<file path="config.mk">
export PLATFORM = sky130hd
export DESIGN_NAME = fetch_request_tracker_with_retry
export DESIGN_NICKNAME = d
export VERILOG_FILES = /design/src/rtl/frtr_pkg.sv /design/src/rtl/frtr_bins.sv /design/src/rtl/fetch_request_tracker_with_retry.sv
export SDC_FILE = /design/constraint.sdc
export NUM_CORES = 1
export LEC_CHECK = 0
export ABC_AREA = 1
export BUFFER_PORTS_ARGS = -buffer_cell sky130_fd_sc_hd__buf_2
export CAP_MARGIN = 20
export CORE_MARGIN = 8
export CORE_UTILIZATION = 51
export DETAILED_ROUTE_END_ITERATION = 6
export GPL_TIMING_DRIVEN = 0
export PLACE_DENSITY = 0.76
export SLEW_MARGIN = 20
export SYNTH_ARGS = -nofsm -noshare
export SYNTH_HDL_FRONTEND = slang
export SYNTH_SLANG_ARGS = --single-unit
</file>
<file path="constraint.sdc">
create_clock -name clk -period 3.9 [get_ports clk]
set_clock_uncertainty 0.15 [all_clocks]
set_input_delay 0.78 -clock clk [delete_from_list [all_inputs] [get_ports clk]]
set_output_delay 0.78 -clock clk [all_outputs]
set_load 0.005 [all_outputs]
</file>
<file path="src/rtl/frtr_pkg.sv">
// Shared constants, codes and control structs for the fetch request tracker.
package frtr_pkg;

  // Default widths of the kernel id and address fields.
  localparam int KERNEL_ID_BITS_DEFAULT = 8;
  localparam int ADDR_BITS_DEFAULT      = 32;

  // Bin storage.
  localparam int SLOT_COUNT = 3;
  localparam int SLOT_BITS  = 2;
  localparam int TIMER_BITS = 16;
  localparam int SERVER_BITS = 32;

  typedef logic [SLOT_BITS-1:0]   slot_t;
  typedef logic [TIMER_BITS-1:0]  timer_t;
  typedef logic [SERVER_BITS-1:0] server_t;

  // Configuration register indexes.
  typedef logic [0:0] cfg_index_t;
  localparam cfg_index_t CFG_SERVER_ADDRESS = 1'b0;
  localparam cfg_index_t CFG_TIMEOUT_RELOAD = 1'b1;

  // Configuration reset values.
  localparam server_t SERVER_RESET  = '0;
  localparam timer_t  TIMEOUT_RESET = 16'd1024;

  // Update commands for the bin store.
  typedef struct packed {
    logic  free;       // release a bin after a matching response
    slot_t free_slot;
    logic  load;       // take a new request into a bin
    slot_t load_slot;
    logic  retry;      // reload the timer of a bin that is sent again
    slot_t retry_slot;
    logic  tick;       // count down all running timers
  } bin_cmd_t;

  // Status of the bin store seen by the control logic.
  typedef struct packed {
    logic  match_hit;   // a busy bin holds the response kernel id
    slot_t match_slot;  // first such bin
    logic  expire_hit;  // a busy bin has its timer at zero
    slot_t expire_slot; // first such bin
  } bin_status_t;

endpackage

</file>
<file path="src/rtl/frtr_bins.sv">
// Bin store: busy flags, kernel ids and retry timers of the three fetch bins.
module frtr_bins #(
  parameter int KERNEL_ID_BITS = frtr_pkg::KERNEL_ID_BITS_DEFAULT
) (
  input  logic                      clk,
  input  logic                      rst,
  input  frtr_pkg::bin_cmd_t        cmd,
  input  logic [KERNEL_ID_BITS-1:0] load_kernel,
  input  frtr_pkg::timer_t          timeout_reload,
  input  logic [KERNEL_ID_BITS-1:0] resp_kernel,
  input  frtr_pkg::slot_t           active_slot,
  output logic [KERNEL_ID_BITS-1:0] active_kernel,
  output frtr_pkg::bin_status_t     status
);

  logic [frtr_pkg::SLOT_COUNT-1:0] slot_busy;
  logic [KERNEL_ID_BITS-1:0]       slot_kernel [frtr_pkg::SLOT_COUNT];
  frtr_pkg::timer_t                slot_timer  [frtr_pkg::SLOT_COUNT];

  // First busy bin matching the response, and first busy bin whose timer ran out.
  always_comb begin
    status = '0;
    for (int i = frtr_pkg::SLOT_COUNT - 1; i >= 0; i--) begin
      if (slot_busy[i] && slot_kernel[i] == resp_kernel) begin
        status.match_hit  = 1'b1;
        status.match_slot = frtr_pkg::slot_t'(i);
      end
      if (slot_busy[i] && slot_timer[i] == '0) begin
        status.expire_hit  = 1'b1;
        status.expire_slot = frtr_pkg::slot_t'(i);
      end
    end
  end

  // Kernel id of the bin whose payload flit is being sent.
  always_comb begin
    active_kernel = '0;
    for (int i = 0; i < frtr_pkg::SLOT_COUNT; i++) begin
      if (active_slot == frtr_pkg::slot_t'(i)) begin
        active_kernel = slot_kernel[i];
      end
    end
  end

  // Per-bin updates; the control logic never frees and loads in the same cycle.
  always_ff @(posedge clk) begin
    if (rst) begin
      slot_busy <= '0;
      for (int i = 0; i < frtr_pkg::SLOT_COUNT; i++) begin
        slot_kernel[i] <= '0;
        slot_timer[i]  <= '0;
      end
    end else begin
      for (int i = 0; i < frtr_pkg::SLOT_COUNT; i++) begin
        if (cmd.free && cmd.free_slot == frtr_pkg::slot_t'(i)) begin
          slot_busy[i] <= 1'b0;
        end
        if (cmd.load && cmd.load_slot == frtr_pkg::slot_t'(i)) begin
          slot_busy[i]   <= 1'b1;
          slot_kernel[i] <= load_kernel;
          slot_timer[i]  <= timeout_reload;
        end else if (cmd.retry && cmd.retry_slot == frtr_pkg::slot_t'(i)) begin
          slot_timer[i] <= timeout_reload;
        end else if (cmd.tick && slot_busy[i] && slot_timer[i] != '0) begin
          slot_timer[i] <= slot_timer[i] - frtr_pkg::timer_t'(1);
        end
      end
    end
  end

endmodule

</file>
<file path="src/rtl/fetch_request_tracker_with_retry.sv">
// Top level of the fetch request tracker: input register, decision logic, result register.
//
// Channel   Direction  Handshake                      Payload
// input     in         start & !busy                  resp_*, req_*, out_ready, upd_ready
// result    out        done (one-cycle strobe)        net_*, upd_*
// config    in         cfg_valid & cfg_ready          cfg_index, cfg_data
//
// An accepted item is registered, decided in the next cycle and its result shows
// on done from the result register. A new item is taken every cycle while busy is low.
// The three-bin compare and the timer countdown sit between the input register
// and the result register. busy is high during reset and the cycle after it.
// Synchronous reset clears all bins and the pending payload. The receiver
// cannot stall; cfg_ready is always high.
module fetch_request_tracker_with_retry #(
  parameter int KERNEL_ID_BITS = frtr_pkg::KERNEL_ID_BITS_DEFAULT,
  parameter int ADDR_BITS      = frtr_pkg::ADDR_BITS_DEFAULT
) (
  input  logic                        clk,
  input  logic                        rst,
  // Input channel.
  input  logic                        start,
  output logic                        busy,
  input  logic                        resp_valid,
  input  logic [ADDR_BITS-1:0]        resp_ip,
  input  logic [KERNEL_ID_BITS-1:0]   resp_kernel,
  input  logic                        req_valid,
  input  logic [1:0]                  req_bin,
  input  logic [KERNEL_ID_BITS-1:0]   req_kernel,
  input  logic                        out_ready,
  input  logic                        upd_ready,
  // Result channel.
  output logic                        done,
  output logic                        net_valid,
  output logic                        net_is_payload,
  output logic [KERNEL_ID_BITS-1:0]   net_kernel,
  output frtr_pkg::server_t           net_server,
  output logic                        upd_valid,
  output logic [1:0]                  upd_bin,
  output logic [KERNEL_ID_BITS-1:0]   upd_kernel,
  output logic [ADDR_BITS-1:0]        upd_ip,
  // Configuration channel.
  input  logic                        cfg_valid,
  output logic                        cfg_ready,
  input  frtr_pkg::cfg_index_t        cfg_index,
  input  frtr_pkg::server_t           cfg_data
);

  // Configuration registers.
  frtr_pkg::server_t server_address;
  frtr_pkg::timer_t  timeout_reload;

  assign cfg_ready = 1'b1;

  always_ff @(posedge clk) begin
    if (rst) begin
      server_address <= frtr_pkg::SERVER_RESET;
      timeout_reload <= frtr_pkg::TIMEOUT_RESET;
    end else if (cfg_valid && cfg_ready) begin
      unique case (cfg_index)
        frtr_pkg::CFG_SERVER_ADDRESS: server_address <= cfg_data;
        frtr_pkg::CFG_TIMEOUT_RELOAD: timeout_reload <= cfg_data[frtr_pkg::TIMER_BITS-1:0];
        default: ;
      endcase
    end
  end

  // Busy covers reset and the first cycle after it.
  always_ff @(posedge clk) begin
    if (rst) begin
      busy <= 1'b1;
    end else begin
      busy <= 1'b0;
    end
  end

  // Input register: one item per start transfer.
  logic                      in_valid;
  logic                      in_resp_valid;
  logic [ADDR_BITS-1:0]      in_resp_ip;
  logic [KERNEL_ID_BITS-1:0] in_resp_kernel;
  logic                      in_req_valid;
  logic [1:0]                in_req_bin;
  logic [KERNEL_ID_BITS-1:0] in_req_kernel;
  logic                      in_out_ready;
  logic                      in_upd_ready;

  always_ff @(posedge clk) begin
    if (rst) begin
      in_valid <= 1'b0;
    end else begin
      in_valid <= start && !busy;
    end
  end

  always_ff @(posedge clk) begin
    if (start && !busy) begin
      in_resp_valid  <= resp_valid;
      in_resp_ip     <= resp_ip;
      in_resp_kernel <= resp_kernel;
      in_req_valid   <= req_valid;
      in_req_bin     <= req_bin;
      in_req_kernel  <= req_kernel;
      in_out_ready   <= out_ready;
      in_upd_ready   <= upd_ready;
    end
  end

  // Header/payload phase of the outgoing fetch.
  logic            payload_pending;
  logic            payload_pending_next;
  frtr_pkg::slot_t active_slot;
  frtr_pkg::slot_t active_slot_next;

  frtr_pkg::bin_cmd_t        cmd;
  frtr_pkg::bin_status_t     status;
  logic [KERNEL_ID_BITS-1:0] active_kernel;

  frtr_bins #(
    .KERNEL_ID_BITS(KERNEL_ID_BITS)
  ) u_bins (
    .clk            (clk),
    .rst            (rst),
    .cmd            (cmd),
    .load_kernel    (in_req_kernel),
    .timeout_reload (timeout_reload),
    .resp_kernel    (in_resp_kernel),
    .active_slot    (active_slot),
    .active_kernel  (active_kernel),
    .status         (status)
  );

  // Result values computed from the registered item.
  logic                      net_valid_next;
  logic                      net_is_payload_next;
  logic [KERNEL_ID_BITS-1:0] net_kernel_next;
  logic                      upd_valid_next;
  logic [1:0]                upd_bin_next;
  logic [KERNEL_ID_BITS-1:0] upd_kernel_next;
  logic [ADDR_BITS-1:0]      upd_ip_next;

  logic resp_take;
  logic payload_now;
  logic req_take;

  assign resp_take   = in_resp_valid && in_upd_ready;
  assign payload_now = payload_pending && in_out_ready;
  assign req_take    = in_req_valid && in_req_bin != '0 && in_out_ready && !payload_pending;

  // Priority: response, pending payload, new request, retry, countdown.
  always_comb begin
    cmd                  = '0;
    payload_pending_next = payload_pending;
    active_slot_next     = active_slot;
    net_valid_next       = 1'b0;
    net_is_payload_next  = 1'b0;
    net_kernel_next      = '0;
    upd_valid_next       = 1'b0;
    upd_bin_next         = '0;
    upd_kernel_next      = '0;
    upd_ip_next          = '0;
    if (in_valid) begin
      priority if (resp_take) begin
        if (payload_now) begin
          net_valid_next       = 1'b1;
          net_is_payload_next  = 1'b1;
          net_kernel_next      = active_kernel;
          payload_pending_next = 1'b0;
        end
        if (status.match_hit) begin
          cmd.free        = 1'b1;
          cmd.free_slot   = status.match_slot;
          upd_valid_next  = 1'b1;
          upd_bin_next    = status.match_slot + 2'd1;
          upd_kernel_next = in_resp_kernel;
          upd_ip_next     = in_resp_ip;
        end
      end else if (payload_now) begin
        net_valid_next       = 1'b1;
        net_is_payload_next  = 1'b1;
        net_kernel_next      = active_kernel;
        payload_pending_next = 1'b0;
      end else if (req_take) begin
        cmd.load             = 1'b1;
        cmd.load_slot        = in_req_bin - 2'd1;
        active_slot_next     = in_req_bin - 2'd1;
        net_valid_next       = 1'b1;
        payload_pending_next = 1'b1;
      end else if (!payload_pending && in_out_ready && status.expire_hit) begin
        cmd.retry            = 1'b1;
        cmd.retry_slot       = status.expire_slot;
        active_slot_next     = status.expire_slot;
        net_valid_next       = 1'b1;
        payload_pending_next = 1'b1;
      end else begin
        cmd.tick = 1'b1;
      end
    end
  end

  // Phase registers.
  always_ff @(posedge clk) begin
    if (rst) begin
      payload_pending <= 1'b0;
      active_slot     <= '0;
    end else begin
      payload_pending <= payload_pending_next;
      active_slot     <= active_slot_next;
    end
  end

  // Result register: one strobe per accepted item.
  always_ff @(posedge clk) begin
    if (rst) begin
      done <= 1'b0;
    end else begin
      done <= in_valid;
    end
  end

  always_ff @(posedge clk) begin
    net_valid      <= net_valid_next;
    net_is_payload <= net_is_payload_next;
    net_kernel     <= net_kernel_next;
    net_server     <= net_valid_next ? server_address : '0;
    upd_valid      <= upd_valid_next;
    upd_bin        <= upd_bin_next;
    upd_kernel     <= upd_kernel_next;
    upd_ip         <= upd_ip_next;
  end

  // A header transfer always leaves a payload pending behind it.
  assert property (@(posedge clk) disable iff (rst)
    (done && net_valid && !net_is_payload) |-> payload_pending)
    else $error("header sent without a pending payload");

  // A payload transfer clears the pending payload.
  assert property (@(posedge clk) disable iff (rst)
    (done && net_valid && net_is_payload) |-> !payload_pending)
    else $error("payload sent but still pending");

  // An update always names a real bin.
  assert property (@(posedge clk) disable iff (rst)
    (done && upd_valid) |-> (upd_bin != 2'd0))
    else $error("update reports bin zero");

  // Nothing is reported between items.
  assert property (@(posedge clk) disable iff (rst)
    !done |-> (!net_valid && !upd_valid))
    else $error("result fields set without a strobe");

endmodule

</file>
==> impl_metrics.csv, run 1 <==
group,metric,value,unit
synthesis,synthTopCellsByArea,"edfxtp_1 35%, dfxtp_1 26%, nor2_1 7.7%",
setup_path,timing.rr.start,"u_bins.slot_timer[1][0]",
synthesis,ys_seq_area_share,61.7,%
detailed_routing,avgViaCountPerCell,5.13,
global_route,antenna_found_initial,5,
run,cap_violations,0,
floorplan,die_h,161,um
global_route,overflow,0,
setup_path,crit_arrival,3.23,ns
floorplan,core_area,20800,um^2
finish,post-route-util,62.5,%
sta,max_freq,300,MHz
floorplan,rows,53,
synthesis,synth_nets,1253,
synthesis,synth_area,10700,um^2
clock_network,cts_hold_buf,0,
sta,setup_viol_count_final,0,
synthesis,synthFlopType,"dfxtp_1",
detailed_routing,route.detailed.drc,0,
global_route,grt_usage,20.5,%
power_and_ir_drop,irDropWorstVdd,0.000431,V
setup_path,r2r_end,"u_bins.slot_timer[2][8]",
clock_network,htreeDepth,1,
global_route,grt_max_degree,26,
clock_network,cts-root-buf,"clkbuf_16",
global_route,grt.busiest_layer,"met2",
detailed_routing,drtPass1Iterations,5,
setup_path,reg2reg_slack,0.57,ns
clock_network,clock_path_buffers,3,
synthesis,async_flop_share,0,%
placement,gp_congestion,0.926,
clock_network,path_clk_slew,0.06,ns
power_and_ir_drop,p_leak,5.90,nW
synthesis,synth-seq-cells,268,
clock_network,cts_tree,"done",
sta,finalHoldViolCount,0,
clock_network,insertion_delay,0.54,ns
setup_path,start_kind,"flop",
min_path,min_path_type,"primary input to flop",
global_route,grt_pass1_wl,43500,um
setup_path,worstPathRequired,3.80,ns
detailed_routing,ant_nets,0,
setup_path,path_class,"flop to flop",
power_and_ir_drop,powerDensity,472,nW/um^2
sta,period_share,85.4,%
synthesis,synth_most_common_cell,"nor2_1",
setup_path,worstPathMaxFanout,16,
setup_path,worstSetupStartpoint,"u_bins.slot_timer[1][0]",
floorplan,num_io_pins,179,
placement,dp_hpwl,20100,um
placement,pre_cts_slack,0.398,ns
detailed_routing,drt_iter0_markers,696,
sta,layout_setup_ws,0.570,ns
finish,finalNonFillerCells,1662,
clock_network,cts_setup_buffers,0,
sta,tightest_slew,0.845,ns
synthesis,yosysTopAreaCell,"edfxtp_1",
clock_network,cts_resized,0,
sta,period_needed,3.33,ns
synthesis,synth_top_area_share,35.2,%
clock_network,cts_sinks,268,
synthesis,avgSynthCellArea,9.31,um^2
floorplan,start_util,51.6,%
sta,finalSetupTns,0,ns
finish,finalNetCount,1461,
floorplan,die_x,161,um
detailed_routing,vias,8519,
synthesis,syn-instance-count,1155,
setup_path,worstSetupEndpoint,"u_bins.slot_timer[2][8]",
detailed_routing,routed_wirelength,27200,um
finish,area_growth_syn_to_layout,21.1,%
synthesis,synth_common_cells,"221 x nor2_1, 166 x inv_1, 142 x dfxtp_1",
global_route,use_met3,5.12,%
synthesis,synth-edff-count,126,
global_route,grt_util_met1,25.3,%
global_route,grt_pass1_vias,8502,
floorplan,die_area,26000,um^2
synthesis,synth_cell_type_count,44,
status,status,"finished clean",
power_and_ir_drop,finalPower,6.14,mW
clock_network,cts_made_buffers,27,
sta,drv_slew,0,
synthesis,yosysWarnings,0,
sta,slew_headroom,43.5,%
setup_path,end_kind,"flop",
finish,drive_gt1_share,18.9,%
detailed_routing,wl_per_cell,16.3,um
sta,rsz0062_at_grt,"no",
finish,fillers,1717,
global_route,gr-usage-met2,33.8,%
placement,numPortBuffers,177,
setup_path,r2r_cells,12,
placement,placed_cells,1609,
-- worst max-delay path: stages (launching register included) --
cell	delay [ns]
edfxtp_1	0.42
inv_1	0.14
ha_1	0.19
nand2_1	0.06
nor2_1	0.12
nand3_1	0.13
nand3_1	0.10
nand2_1	0.11
nand2_1	0.18
inv_2	0.07
nand3_2	0.11
clkbuf_1	0.39
nand3_1	0.69
-- state kept, by name, summed over array words and instances (netlist names), 16 cells and up --
register and flops:
u_bins.slot_timer 48, server_address 32, u_bins.slot_kernel 24, upd_ip 32
timeout_reload 16, net_server 32, in_resp_ip 32
-- final cells by class --
class / count / area, um^2 / share of cell area [%]
flip-flops and latches: 268 / 6630 / 50.9
multi-input cells: 678 / 3300 / 25.3
repair buffers: 179 / 941 / 7.23
clock buffers: 33 / 728 / 5.60
inverters: 170 / 641 / 4.92
well taps: 275 / 344 / 2.64
clock inverters: 17 / 236 / 1.82
plain buffers: 39 / 193 / 1.48
diodes: 3 / 7.51 / 0.0577
-- worst min path at each step --
stage,startpoint,to,slack (ns),cells after the start
finish,rst,busy,0.21,1
global route,rst,busy,0.19,1
CTS,rst,busy,0.19,1
detailed placement,server_address[18],net_server[18],0.28,2
global placement,server_address[6],net_server[6],0.27,2
floorplan,server_address[0],net_server[0],0.27,2
-- logic make-up (layout without fill, tap and decap cells) --
group	after synthesis	after routing	share of synthesized area [%]
and+or+nand+nor	417	417	16.0
DFF	268	268	61.7
AOI/OAI and AO/OA	214	214	10.6
buffers and inverters	209	438	7.75
xor gates and xnor gates	39	39	3.18
adders and majority gates	7	7	0.815
other	1	4	0.0349
-- power by group --
group	internal, mW	leakage [nW]	switching, mW	total [mW]
clock	1.67	0.472	1.08	2.75
sequential	3.03	2.40	0.0526	3.09
combinational	0.113	3.02	0.196	0.309
-- per-stage QoR --
| stage | area [um^2] | hold WS, ns |
|---|---|---|
| 6_report | 13000 | 0.209 |
| 3_5_place_dp | 12000 | 0.280 |
| 5_1_grt | 13000 | 0.188 |
| 4_1_cts | 13000 | 0.194 |
| 2_1_floorplan | 10700 | 0.266 |
| 3_3_place_gp | 12000 | 0.272 |
-- layer usage --
metal | share of wire (%) | routed length [um] | up-vias
li1 | - | - | 4162
met1 | 41 | 11000 | 3938
met2 | 47 | 12700 | 337
met3 | 8.5 | 2310 | 76
met4 | 3.8 | 1040 | 6
met5 | 0.13 | 36 | -
-- cell usage in the layout, fill, tap and decap left out, drive strengths merged, types with 2 or more instances in the layout --
| cell type | count |
|---|---|
| edfxtp | 126 |
| buf | 196 |
| o221ai | 2 |
| dfxtp | 142 |
| diode | 3 |
| ha | 7 |
| nor4 | 3 |
| clkinvlp | 2 |
| o22ai | 9 |
| o2111ai | 2 |
| o31ai | 2 |
| or2 | 3 |
| inv | 171 |
| a21oi | 86 |
| xnor2 | 12 |
| nand2 | 133 |
| nor2 | 226 |
| nand3 | 36 |
| nand4 | 7 |
| bufinv | 5 |
| a22o | 2 |
| xor2 | 27 |
| clkbuf | 55 |
| o211ai | 3 |
| nor3 | 7 |
| clkinv | 9 |
| o21ai | 104 |
No activity file was read; power rests on OpenSTA's default activity.
==> run 2: changes to the inputs <==
--- a/config.mk
+++ b/config.mk
@@ -9,10 +9,10 @@
 export BUFFER_PORTS_ARGS = -buffer_cell sky130_fd_sc_hd__buf_2
 export CAP_MARGIN = 20
 export CORE_MARGIN = 8
-export CORE_UTILIZATION = 51
+export CORE_UTILIZATION = 60
 export DETAILED_ROUTE_END_ITERATION = 6
 export GPL_TIMING_DRIVEN = 0
-export PLACE_DENSITY = 0.76
+export PLACE_DENSITY = 0.84
 export SLEW_MARGIN = 20
 export SYNTH_ARGS = -nofsm -noshare
 export SYNTH_HDL_FRONTEND = slang
==> constraint.sdc (replaced) <==
create_clock -name clk -period 4.1 [get_ports clk]
set_clock_uncertainty 0.15 [all_clocks]
set_input_delay 0.82 -clock clk [delete_from_list [all_inputs] [get_ports clk]]
set_output_delay 0.82 -clock clk [all_outputs]
set_load 0.005 [all_outputs]
==> run 2 against run 1 <==
  * Critical path depth unchanged
  * Routed wire length fell by 1.4%
  * Non-clock buffer count decreased by 1
  * Clock power is 13% lower
  * Worst setup slack improved by 0.19 ns
  * Sequential power shrank 5%
  * Maximum frequency is 0.32% lower
  * Combinational power is 6% lower
  * Critical endpoint is now u_bins.slot_timer[2][6]
  * Largest power group unchanged
==> impl_metrics.csv, run 2 (synthesized netlist as in run 1, its figures left out) <==
group,metric,value,unit
sta,finalSetupTns,0,ns
placement,gp_congestion,0.930,
placement,placed_area,11900,um^2
detailed_routing,route.detailed.drc,0,
global_route,grt_usage,23.6,%
sta,layout_setup_ws,0.760,ns
finish,top_register,"u_bins.slot_timer",
sta,drv_slew,0,
sta,rsz0062_at_grt,"no",
floorplan,start_util,60.5,%
clock_network,insertion_delay,0.53,ns
setup_path,worstSetupStartpoint,"u_bins.slot_timer[1][0]",
power_and_ir_drop,p_leak,5.84,nW
power_and_ir_drop,powerDensity,437,nW/um^2
sta,period_share,81.5,%
finish,design_area,12800,um^2
floorplan,rows,49,
placement,pre_cts_slack,0.451,ns
finish,multi_input_comb_area,3300,um^2
setup_path,end_kind,"flop",
min_path,min-delay-start,"rst",
sta,period_needed,3.34,ns
global_route,grt_pass1_vias,8658,
finish,drive_gt1_share,18.4,%
clock_network,cts-root-buf,"clkbuf_16",
finish,largest_reg_flops,48,
detailed_routing,drt_iter0_markers,853,
finish,finalNetCount,1460,
setup_path,crit_arrival,3.23,ns
sta,max_freq,299,MHz
power_and_ir_drop,irDropWorstVdd,0.000372,V
clock_network,cts_setup_buffers,0,
global_route,overflow,0,
setup_path,timing.rr.start,"u_bins.slot_timer[1][0]",
global_route,antenna_found_initial,2,
finish,ff_latch_area,6630,um^2
detailed_routing,avgViaCountPerCell,5.41,
clock_network,cts_resized,0,
status,status,"finished clean",
global_route,grt_max_degree,30,
setup_path,path_class,"flop to flop",
detailed_routing,vias,8726,
finish,area_growth_syn_to_layout,19.3,%
finish,layout_common_cells,"220 x nor2_1, 187 x buf_2, 166 x inv_1, 142 x dfxtp_1, 131 x nand2_1",
sta,setup_viol_count_final,0,
floorplan,num_io_pins,179,
clock_network,cts_made_buffers,27,
sta,slew_headroom,42.3,%
floorplan,die_area,22500,um^2
finish,final_common_cell,"nor2_1",
setup_path,worstPathRequired,3.99,ns
sta,tightest_slew,0.864,ns
detailed_routing,wl_per_cell,16.6,um
placement,dp_hpwl,19300,um
setup_path,worstPathMaxFanout,16,
floorplan,core_area,17800,um^2
detailed_routing,drtPass1Iterations,6,
detailed_routing,routed_wirelength,26800,um
finish,fillers,1262,
min_path,min_path_type,"primary input to flop",
run,cap_violations,0,
floorplan,die_x,150,um
placement,numPortBuffers,177,
sta,finalHoldViolCount,0,
clock_network,clock_path_buffers,3,
power_and_ir_drop,finalPower,5.61,mW
clock_network,htreeDepth,1,
detailed_routing,ant_nets,0,
global_route,grt_pass1_wl,42600,um
floorplan,die_h,150,um
setup_path,start_kind,"flop",
clock_network,path_clk_slew,0.06,ns
clock_network,cts_hold_buf,0,
clock_network,cts_tree,"done",
clock_network,cts_sinks,268,
[run 2: layer usage]
layer  share of wire [%]  track usage [%]  wire (um)  up-vias
met1                  39             28.8      10600     4065
met5                   0                0          0        -
li1                    -                -          -     4175
met3                 9.0             5.47       2420       82
met2                  48             39.9      12800      404
met4                 3.5             9.55        944        0
[run 2: area by class of cell]
type                       instances  share of cell area (%)
clock inverter                    16                   0.927
clock buffer                      34                    5.88
timing repair buffer             178                    7.06
tap                              229                    2.23
sequential                       268                    51.7
inverter                         170                    4.99
multi-input combinational        678                    25.7
buffer                            39                    1.50
antenna                            2                  0.0390
[run 2: through the flow]
step           cells  utilization [%]  hold slack, ns
3_3_place_gp    1561             67.0           0.273
3_5_place_dp    1562             67.2           0.278
2_1_floorplan   1155                -           0.266
4_1_cts         1612             72.1           0.243
5_1_grt         1614             72.1           0.247
6_report        1614             72.1           0.259
[run 2: final timing paths]
check                                 end  slack (ns)  depth (start not counted)
hold reg to reg            net_server[22]        0.29                          2
hold / removal                       busy        0.26                          1
setup reg to reg  u_bins.slot_timer[2][6]        0.76                         12
setup / recovery  u_bins.slot_timer[2][6]        0.76                         12
[run 2: critical path, cell delays in order, from the launching register on]
cell,delay [ns]
edfxtp_1,0.42
inv_1,0.15
ha_1,0.22
nand2_1,0.06
nor2_1,0.12
nand3_1,0.13
nand3_1,0.10
nand2_1,0.09
nand2_1,0.16
inv_2,0.07
nand3_2,0.11
clkbuf_1,0.38
nand3_1,0.69
[run 2: power breakdown]
part           switching, mW  leakage, nW  internal (mW)
clock                   1.01        0.426           1.37
combinational          0.187         3.01          0.104
sequential            0.0511         2.40           2.89
==> run 3: changes to the inputs <==
--- a/config.mk
+++ b/config.mk
@@ -5,14 +5,14 @@
 export SDC_FILE = /design/constraint.sdc
 export NUM_CORES = 1
 export LEC_CHECK = 0
-export ABC_AREA = 1
+export ABC_AREA = 0
 export BUFFER_PORTS_ARGS = -buffer_cell sky130_fd_sc_hd__buf_2
 export CAP_MARGIN = 20
 export CORE_MARGIN = 8
-export CORE_UTILIZATION = 60
+export CORE_UTILIZATION = 50
 export DETAILED_ROUTE_END_ITERATION = 6
 export GPL_TIMING_DRIVEN = 0
-export PLACE_DENSITY = 0.84
+export PLACE_DENSITY = 0.75
 export SLEW_MARGIN = 20
 export SYNTH_ARGS = -nofsm -noshare
 export SYNTH_HDL_FRONTEND = slang
==> constraint.sdc (replaced) <==
create_clock -name clk -period 3 [get_ports clk]
set_clock_uncertainty 0.15 [all_clocks]
set_input_delay 0.6 -clock clk [delete_from_list [all_inputs] [get_ports clk]]
set_output_delay 0.6 -clock clk [all_outputs]
set_load 0.005 [all_outputs]
==> run 3 against run 2 <==
  * Synthesized cell count is 22% lower
  * Die area rose by 14%
  * Final area grew 0.42%
  * Clock power is 42% higher
  * Critical endpoint is now u_bins.slot_timer[2][4]
==> impl_metrics.csv, run 3 <==
group,metric,value,unit
synthesis,synth-seq-cells,268,
finish,ff_latch_area,6630,um^2
synthesis,synth_nets,998,
floorplan,die_area,25700,um^2
sta,finalHoldViolCount,0,
setup_path,path_class,"flop to flop",
synthesis,syn-instance-count,900,
finish,post-route-util,63.4,%
placement,dp_hpwl,17100,um
power_and_ir_drop,irDropWorstVdd,0.000736,V
placement,placed_cells,1349,
sta,period_share,99.6,%
floorplan,core_area,20300,um^2
setup_path,worstSetupEndpoint,"u_bins.slot_timer[2][4]",
sta,drv_slew,0,
setup_path,worst-path-buf-inv,2,
clock_network,clock_path_buffers,3,
floorplan,rows,52,
finish,final_common_cell,"buf_2",
power_and_ir_drop,switching_share,21.4,%
global_route,overflow,0,
global_route,grt_max_degree,29,
status,status,"finished clean",
setup_path,r2r_cells,8,
power_and_ir_drop,power.share.combinational,4.4,%
global_route,grt_pass1_wl,38300,um
clock_network,insertion_delay,0.53,ns
setup_path,timing.rr.start,"u_bins.slot_timer[0][2]",
global_route,grt_usage,18.1,%
min_path,min_path_type,"primary input to flop",
setup_path,crit_arrival,3.10,ns
placement,numPortBuffers,177,
finish,area_growth_syn_to_layout,23.8,%
setup_path,max_stage_delay,0.62,ns
detailed_routing,routed_wirelength,24300,um
sta,finalSetupTns,0,ns
sta,setup_viol_count_final,0,
detailed_routing,wl_per_cell,17.2,um
synthesis,yosysWarnings,0,
synthesis,synth_common_cells,"142 x dfxtp_1, 126 x edfxtp_1, 120 x nand2_1",
floorplan,die_x,160,um
synthesis,avgSynthCellArea,11.6,um^2
detailed_routing,route.detailed.drc,0,
detailed_routing,drt_iter0_markers,495,
synthesis,yosysTopAreaCell,"edfxtp_1",
clock_network,cts_sinks,268,
synthesis,synth_top_area_share,36.4,%
detailed_routing,ant_nets,0,
setup_path,worstPathMaxFanout,10,
detailed_routing,avgViaCountPerCell,5.24,
synthesis,async_flop_share,0,%
clock_network,cts_made_buffers,27,
synthesis,synth_area,10400,um^2
finish,top_register,"u_bins.slot_timer",
clock_network,cts-root-buf,"clkbuf_16",
clock_network,htreeDepth,1,
sta,max_freq,335,MHz
detailed_routing,drtPass1Iterations,5,
floorplan,die_h,160,um
finish,fillers,1575,
finish,largest_reg_flops,48,
setup_path,cp_num_cells,8,
setup_path,worstPathRequired,3.11,ns
floorplan,start_util,51.2,%
setup_path,cp_top_family,"simple AND/OR/NAND/NOR gates",
finish,finalNetCount,1222,
power_and_ir_drop,internal_power,6.06,mW
placement,gp_congestion,0.836,
global_route,antenna_found_initial,1,
finish,finalNonFillerCells,1414,
min_path,min-delay-start,"rst",
setup_path,worstSetupStartpoint,"u_bins.slot_timer[0][2]",
sta,rsz0062_at_grt,"yes",
power_and_ir_drop,p_sw,1.65,mW
synthesis,synth-edff-count,126,
sta,whs,0.0371,ns
finish,layout_common_cells,"178 x buf_2, 142 x dfxtp_1, 126 x edfxtp_1, 120 x nand2_1, 84 x and2_1",
global_route,grt_pass1_vias,7435,
clock_network,cts_tree,"done",
setup_path,slowest_stage,"or4_4",
synthesis,synth_most_common_cell,"dfxtp_1",
power_and_ir_drop,powerDensity,599,nW/um^2
min_path,hold_depth,1,
run,cap_violations,0,
setup_path,start_kind,"flop",
synthesis,synth_cell_type_count,62,
finish,multi_input_comb_area,3710,um^2
synthesis,synthTopCellsByArea,"edfxtp_1 36%, dfxtp_1 27%, and2_1 5.1%",
setup_path,crit_chain,"or4_1, or4_4, a21o_1, and3_4, buf_8, buf_6, a22oi_1, o21ai_1",
clock_network,cts_hold_buf,0,
sta,tightest_slew,0.744,ns
sta,slew_headroom,50.2,%
setup_path,r2r_end,"u_bins.slot_timer[2][4]",
finish,drive_gt1_share,26.2,%
power_and_ir_drop,clkPwrFrac,43.7,%
power_and_ir_drop,p_leak,5.03,nW
power_and_ir_drop,p_seq_share,52.0,%
sta,period_needed,2.99,ns
synthesis,ys_seq_area_share,63.7,%
synthesis,synthFlopType,"dfxtp_1",
setup_path,end_kind,"flop",
clock_network,path_clk_slew,0.07,ns
setup_path,reg2reg_slack,0.01,ns
floorplan,num_io_pins,179,
detailed_routing,vias,7407,
==> run 3: cell types whose count changed in the layout (fill, tap and decap cells not counted), sizes merged, moves of 10 or more <==
cell / previous run / this run
a211oi: 1 / 16
a21oi: 86 / 62
and2: 0 / 85
buf: 195 / 206
inv: 170 / 10
nand2: 133 / 120
nand3: 36 / 13
nor2: 226 / 68
nor4: 3 / 15
o21ai: 104 / 10
o2bb2ai: 0 / 15
xnor2: 12 / 24
xor2: 27 / 37
==> run 3: cell type report <==
class	count	area share, %
well taps	270	2.62
multi-input cells	582	28.8
repair buffers	195	8.10
clock inverters	18	1.43
inverters	9	0.262
plain buffers	41	1.73
flip-flops and latches	268	51.4
diodes	1	0.0194
clock buffers	30	5.58
==> run 3: repair_timing <==
| item | 4_1_cts | 5_1_grt |
|---|---|---|
| setup endpoints to repair | 129 | 103 |
| setup buffers | 10 | 5 |
| gates resized for setup | 24 | 23 |
| endpoints found under the hold margin | 0 | 0 |
| pin swaps | 10 | 4 |
| gates cloned | 2 | 0 |
==> run 3: power by group through the flow <==
stage	logic [mW]	registers [mW]	clock network (mW)
CTS	0.330	4.00	3.41
detailed placement	0.315	4.08	0
floorplan	0.191	4.06	0
global placement	0.302	4.08	0
finish	0.336	4.01	3.37
global route	0.372	4.02	3.56
==> run 3: through the flow <==
step / power, mW / worst slack, ns / instance area [um^2]
after floorplan: 4.25 / 0.0112 / 10400
after global placement: 4.38 / -0.613 / 11600
after detailed placement: 4.40 / -0.603 / 11700
after CTS: 7.74 / -0.0229 / 12800
after global routing: 7.95 / -0.0185 / 12900
final: 7.71 / 0.0117 / 12900
==> run 3: per-layer routing <==
metal  vias up  part of all wire [%]  global-route usage [%]  routed length, um
met5         -                     0                       0                  0
met4         0                   2.1                    5.18                504
met3        40                   8.1                    4.60               1970
met2       266                    49                    31.1              11800
met1      3488                    41                    22.1               9960
li1       3613                     -                       -                  -
==> run 3: kinds of logic after synthesis <==
logic type      synth area share, %
simple gates                   18.0
flops                          63.7
other cells                  0.0360
xor+xnor                       5.14
compound gates                 9.18
fa+ha+maj                     0.842
buf+inv                        2.30
mux                           0.770
==> run 3: how the worst min path moves through the flow <==
stage | to | slack [ns]
3_5_place_dp | upd_ip[31] | 0.28
4_1_cts | busy | 0.03
6_report | busy | 0.04
3_3_place_gp | upd_ip[31] | 0.27
2_1_floorplan | upd_ip[0] | 0.27
5_1_grt | busy | 0.02
==> run 3: worst register-to-register path: stages (launching register included) <==
cell	delay, ns
edfxtp_1	0.41
or4_1	0.58
or4_4	0.62
a21o_1	0.22
and3_4	0.18
buf_8	0.14
buf_6	0.15
a22oi_1	0.18
o21ai_1	0.10
